## src/sv/gradient_bitplane_window_words_defines.svh

```systemverilog
// Assertion macros for the gradient bit-plane window block.
// Depends on a clock named clock and a reset named reset in the including scope.
`ifndef GRADIENT_BITPLANE_WINDOW_WORDS_DEFINES_SVH
`define GRADIENT_BITPLANE_WINDOW_WORDS_DEFINES_SVH

// check outside reset
`define GBW_ASSERT(label, prop, msg) \
   label: assert property (@(posedge clock) disable iff (reset) prop) else $error(msg);

// check at every edge, reset included
`define GBW_ASSERT_ALWAYS(label, prop, msg) \
   label: assert property (@(posedge clock) prop) else $error(msg);

`endif

```

## src/sv/gbw_pkg.sv

```systemverilog
// Shared types and constants for the gradient bit-plane window block.
// No dependencies.
package gbw_pkg;

   localparam int MAG_W     = 8;
   localparam int PLANES    = 4;
   localparam int FIRST_BIT = 4;
   localparam int WIN       = 8;
   localparam int BYTE_W    = 8;
   localparam int WORD_W    = WIN * BYTE_W;
   localparam int WIN_X_W   = 10;
   localparam int WIN_Y_W   = 12;
   localparam int CSR_W     = 11;
   localparam int RST_WIDTH = 640;
   localparam int RSP_DEPTH = 2;
   localparam int RSP_PTR_W = $clog2(RSP_DEPTH);
   localparam int RSP_CNT_W = $clog2(RSP_DEPTH + 1);

   typedef logic [PLANES-1:0][WORD_W-1:0] plane_set_type;
   typedef logic [PLANES-1:0][BYTE_W-1:0] shift_set_type;

   typedef struct packed {
      plane_set_type        planes;
      logic [WIN_X_W-1:0]   win_x;
      logic [WIN_Y_W-1:0]   win_y;
   } rsp_word_type;

   typedef struct packed {
      logic                 valid;
      logic [RSP_CNT_W-1:0] count;
   } rsp_status_type;

endpackage

```

## src/sv/gbw_rsp_fifo.sv

```systemverilog
// Two-entry result queue between the window pipeline and the rsp channel.
// Depends on gbw_pkg for the result word and status types.
module gbw_rsp_fifo (
   input  logic                    clock,
   input  logic                    reset,
   input  logic                    push,
   input  gbw_pkg::rsp_word_type   push_data,
   input  logic                    pop,
   output gbw_pkg::rsp_word_type   head_data,
   output gbw_pkg::rsp_status_type status
);
   import gbw_pkg::*;

   rsp_word_type           entry_ff [RSP_DEPTH];
   logic [RSP_PTR_W-1:0]   head_ff, head_in;
   logic [RSP_PTR_W-1:0]   tail_ff, tail_in;
   logic [RSP_CNT_W-1:0]   count_ff, count_in;

   always_comb begin
      head_in  = head_ff;
      tail_in  = tail_ff;
      count_in = count_ff;
      if (pop) begin
         head_in = (head_ff == RSP_PTR_W'(RSP_DEPTH - 1)) ? '0 : head_ff + 1'b1;
      end
      if (push) begin
         tail_in = (tail_ff == RSP_PTR_W'(RSP_DEPTH - 1)) ? '0 : tail_ff + 1'b1;
      end
      if (push && !pop) begin
         count_in = count_ff + 1'b1;
      end else if (pop && !push) begin
         count_in = count_ff - 1'b1;
      end
   end

   always_ff @(posedge clock) begin
      if (reset) begin
         head_ff  <= '0;
         tail_ff  <= '0;
         count_ff <= '0;
      end else begin
         head_ff  <= head_in;
         tail_ff  <= tail_in;
         count_ff <= count_in;
      end
   end

   always_ff @(posedge clock) begin
      if (push) begin
         entry_ff[tail_ff] <= push_data;
      end
   end

   assign head_data    = entry_ff[head_ff];
   assign status.valid = (count_ff != '0);
   assign status.count = count_ff;

endmodule
```

## config.mk

```make
export PLATFORM = sky130hd
export DESIGN_NAME = gbw_rsp_fifo
export DESIGN_NICKNAME = d
export VERILOG_FILES = /design/src/sv/gradient_bitplane_window_words_defines.svh /design/src/sv/gbw_pkg.sv /design/src/sv/gbw_rsp_fifo.sv
export SDC_FILE = /design/constraint.sdc
export NUM_CORES = 1
export LEC_CHECK = 0
export BUFFER_PORTS_ARGS = -buffer_cell sky130_fd_sc_hd__buf_2
export CAP_MARGIN = 20
export CORE_ASPECT_RATIO = 2
export CORE_MARGIN = 10
export CORE_UTILIZATION = 40
export CTS_CLUSTER_DIAMETER = 80
export DETAILED_ROUTE_END_ITERATION = 16
export RECOVER_POWER = 25
export SLEW_MARGIN = 15
export SYNTH_ARGS = -nofsm -noshare
export SYNTH_HDL_FRONTEND = slang
export SYNTH_SLANG_ARGS = --single-unit
export TNS_END_PERCENT = 100
```

## constraint.sdc

```tcl
create_clock -name clock -period 31.4 [get_ports clock]
set_clock_uncertainty 0.2 [all_clocks]
set_input_delay 4.71 -clock clock [delete_from_list [all_inputs] [get_ports clock]]
set_output_delay 4.71 -clock clock [all_outputs]
set_load 0.05 [all_outputs]
```

==> metrics.yaml <==
run_status:
  status: "complete, no violations"
route:
  postRouteAntennaNets: 0
  vias_per_cell: 4.751
  drt_iter0_drc: 498
  dr.pass1.iters: 4
  drc: 0
  vias: 10410
  avgRoutedWirePerCell_um: 22.95
  wirelength_um: 50290
setup_path:
  path_buf_inv: 3
  crit_chain: "buf_4 -> buf_4 -> mux2_2 -> buf_2"
  crit_path_frequent_cell: "buf_4"
  worstPathArrival_ns: 3.99
  reg2reg_slack_ns: 28.61
  r2r_end: "entry_ff[0][138]"
  crit_path_end_kind: "primary output"
  crit_fanout: 61
  cp_slowest_cell: "buf_4"
  reg2reg_from: "tail_ff"
  start_kind: "flip-flop"
  required_ns: 26.49
  cp_slowest_stage_delay_ns: 0.94
  critPathKind: "reg2out"
  reg2reg_depth: 3
  crit_family: "buffers and inverters"
global_route:
  grt_max_degree: 149
  grt_pass1_vias: 11350
  overflow: 0
  grt_pass1_wl_um: 72620
  antenna_found_initial: 17
  track_usage_pct: 15.20
min_path:
  min_to: "count_ff[1]"
  hp-class: "reg2reg"
  whs_path_depth: 2
  worstHoldStart: "count_ff[1]"
yosys:
  synth.distinct_cells: 17
  synth-edff-count: 556
  syn_avg_cell_area_um2: 23.82
  synth-xor-area-share_pct: 0.1660
  synth_simple_gate_area_share_pct: 0.1898
  synth_nets: 1169
  ys.flop_type: "edfxtp_1"
  synth_cells: 886
  synth_compound_area_share_pct: 0.04744
  synth_area_um2: 21100
  ys_ff_latch: 561
  synthArstFlopShare_pct: 0
  synth_top_family_by_area: "multiplexers"
  muxShareOfSynthArea_pct: 18.41
  synthAdderAreaFrac_pct: 0.05930
  ys_warn_count: 0
  ys_seq_area_share_pct: 79.60
floorplan:
  rows: 119
  core-area_um2: 52410
  die_h_um: 344.8
  io_pins: 563
  die_w_um: 182.4
  start_util_pct: 40.26
  die_area_um2: 62900
cts:
  clock_sinks: 561
  cts-htree-levels: 2
  holdBufCountCts: 0
  clockBufferDepth: 3
  post-cts-setup-buffers: 0
  cts-root-buf: "clkbuf_16"
  cts-resized-gates: 0
  clk_latency_ns: 0.56
  cts_tree: "yes"
  cts_inserted_buffers: 48
  cts.clk_slew.worst_paths_ns: 0.07
timing:
  worst_slew_pin_slew_ns: 1.057
  rsz0062_at_grt: "false"
  period_share_pct: 28.34
  final.min_clock_period_ns: 8.898
  maxSlewViolCount: 0
  finalSetupViolCount: 0
  fmax_ghz: 0.1124
  hold_viol: 0
  slew_headroom_pct: 29.51
  setup_tns_ns: 0
cells_and_area:
  syn2layout_area_growth_pct: 23.38
  nets: 1758
  drive_gt1_share_pct: 56.64
  nFillCells: 4431
placed_design:
  gp_congestion: 0.7667
  port_buffers: 562
  hpwl_um: 36720
pwr:
  power_density_nw_per_um2: 68.92
  total_power_mw: 1.794
  leakage_nw: 9.934
  vdd_ir_drop_max_uv: 54.22
job:
  cap_violations: 0
-- layer usage --
| metal | vias to the layer above | global-route usage (%) | routed length, um |
|---|---|---|---|
| met1 | 5117 | 15.54 | 17210 |
| met5 | - | 0 | 74 |
| li1 | 4728 | - | - |
| met2 | 469 | 26.89 | 26330 |
| met4 | 12 | 6.413 | 1533 |
| met3 | 84 | 6.168 | 5148 |
-- sequential cells by signal (all words and copies together) (netlist names), named ones only --
name,flops
entry_ff,556
count_ff,2
head_ff,1
tail_ff,1
-- worst min-delay path: cells and delay by family, from the launching register on --
family | cells | cell delay [ns]
AO/OA/AOI/OAI | 2 | 0.14
flip-flops | 1 | 0.33
-- cells in the mapped netlist, types with 2 or more instances --
cell / count / share of area [%]
edfxtp_1: 556 / 79
mux2_4: 201 / 14
mux2_2: 77 / 4.1
buf_6: 26 / 1.4
buf_2: 5 / 0.12
dfxtp_1: 5 / 0.47
nor2_1: 4 / 0.071
xnor2_1: 2 / 0.083
xor2_1: 2 / 0.083
-- power by group --
| part | switching [mW] | internal (mW) | leakage, nW |
|---|---|---|---|
| combinational | 0.227 | 0.0979 | 3.93 |
| sequential | 0.0138 | 0.875 | 5.26 |
| clock | 0.259 | 0.322 | 0.744 |
-- cell type report --
| class | instances | area (um^2) | area share (%) |
|---|---|---|---|
| flip-flops and latches | 561 | 16800 | 64.53 |
| clock buffers | 57 | 1256 | 4.826 |
| multi-input cells | 293 | 3993 | 15.34 |
| inverters | 1 | 3.754 | 0.01442 |
| repair buffers | 570 | 2826 | 10.86 |
| diodes | 13 | 32.53 | 0.1250 |
| well taps | 665 | 832.0 | 3.196 |
| clock inverters | 31 | 289.0 | 1.110 |
-- stage by stage --
stage | setup slack [ns] | cells | instance area (um^2) | hold WS, ns | util, %
finish | 22.50 | 2191 | 26030 | 0.3175 | 49.67
global placement | 23.11 | 2090 | 24540 | 0.2745 | 46.82
detailed placement | 23.01 | 2090 | 24540 | 0.3075 | 46.82
global route | 22.23 | 2188 | 26030 | 0.3770 | 49.66
floorplan | 13.58 | 886 | 21100 | 0.2799 | -
CTS | 22.36 | 2178 | 26080 | 0.3203 | 49.77
-- cells by family (layout without fill, tap and decap cells) --
family | Yosys count | count (layout)
flip-flops | 561 | 561
multiplexers | 278 | 278
buffers and inverters | 32 | 659
AND/OR/NAND/NOR | 8 | 8
XOR/XNOR | 4 | 4
AO/OA/AOI/OAI | 2 | 2
adder cells (fa/ha/maj) | 1 | 1
other | 0 | 13
-- worst max-delay path by stage --
| stage | from | to | depth (start not counted) |
|---|---|---|---|
| 4_1_cts | flip-flop | head_data[19] | 4 |
| 3_5_place_dp | flip-flop | head_data[19] | 4 |
| 5_1_grt | flip-flop | head_data[252] | 4 |
| 2_1_floorplan | push | entry_ff[0][0] | 1 |
| 3_3_place_gp | flip-flop | head_data[252] | 4 |
| 6_report | flip-flop | head_data[252] | 4 |
-- cells in the final DEF (no fill, tap or decap), types with 5 or more instances in the layout --
cell type / n
clkbuf_16: 49
edfxtp_1: 556
clkinv_1: 8
clkinv_2: 7
diode_2: 13
mux2_4: 201
clkinvlp_4: 5
clkbuf_1: 74
buf_4: 5
buf_2: 495
mux2_2: 77
(Power assumes the default switching activity.)
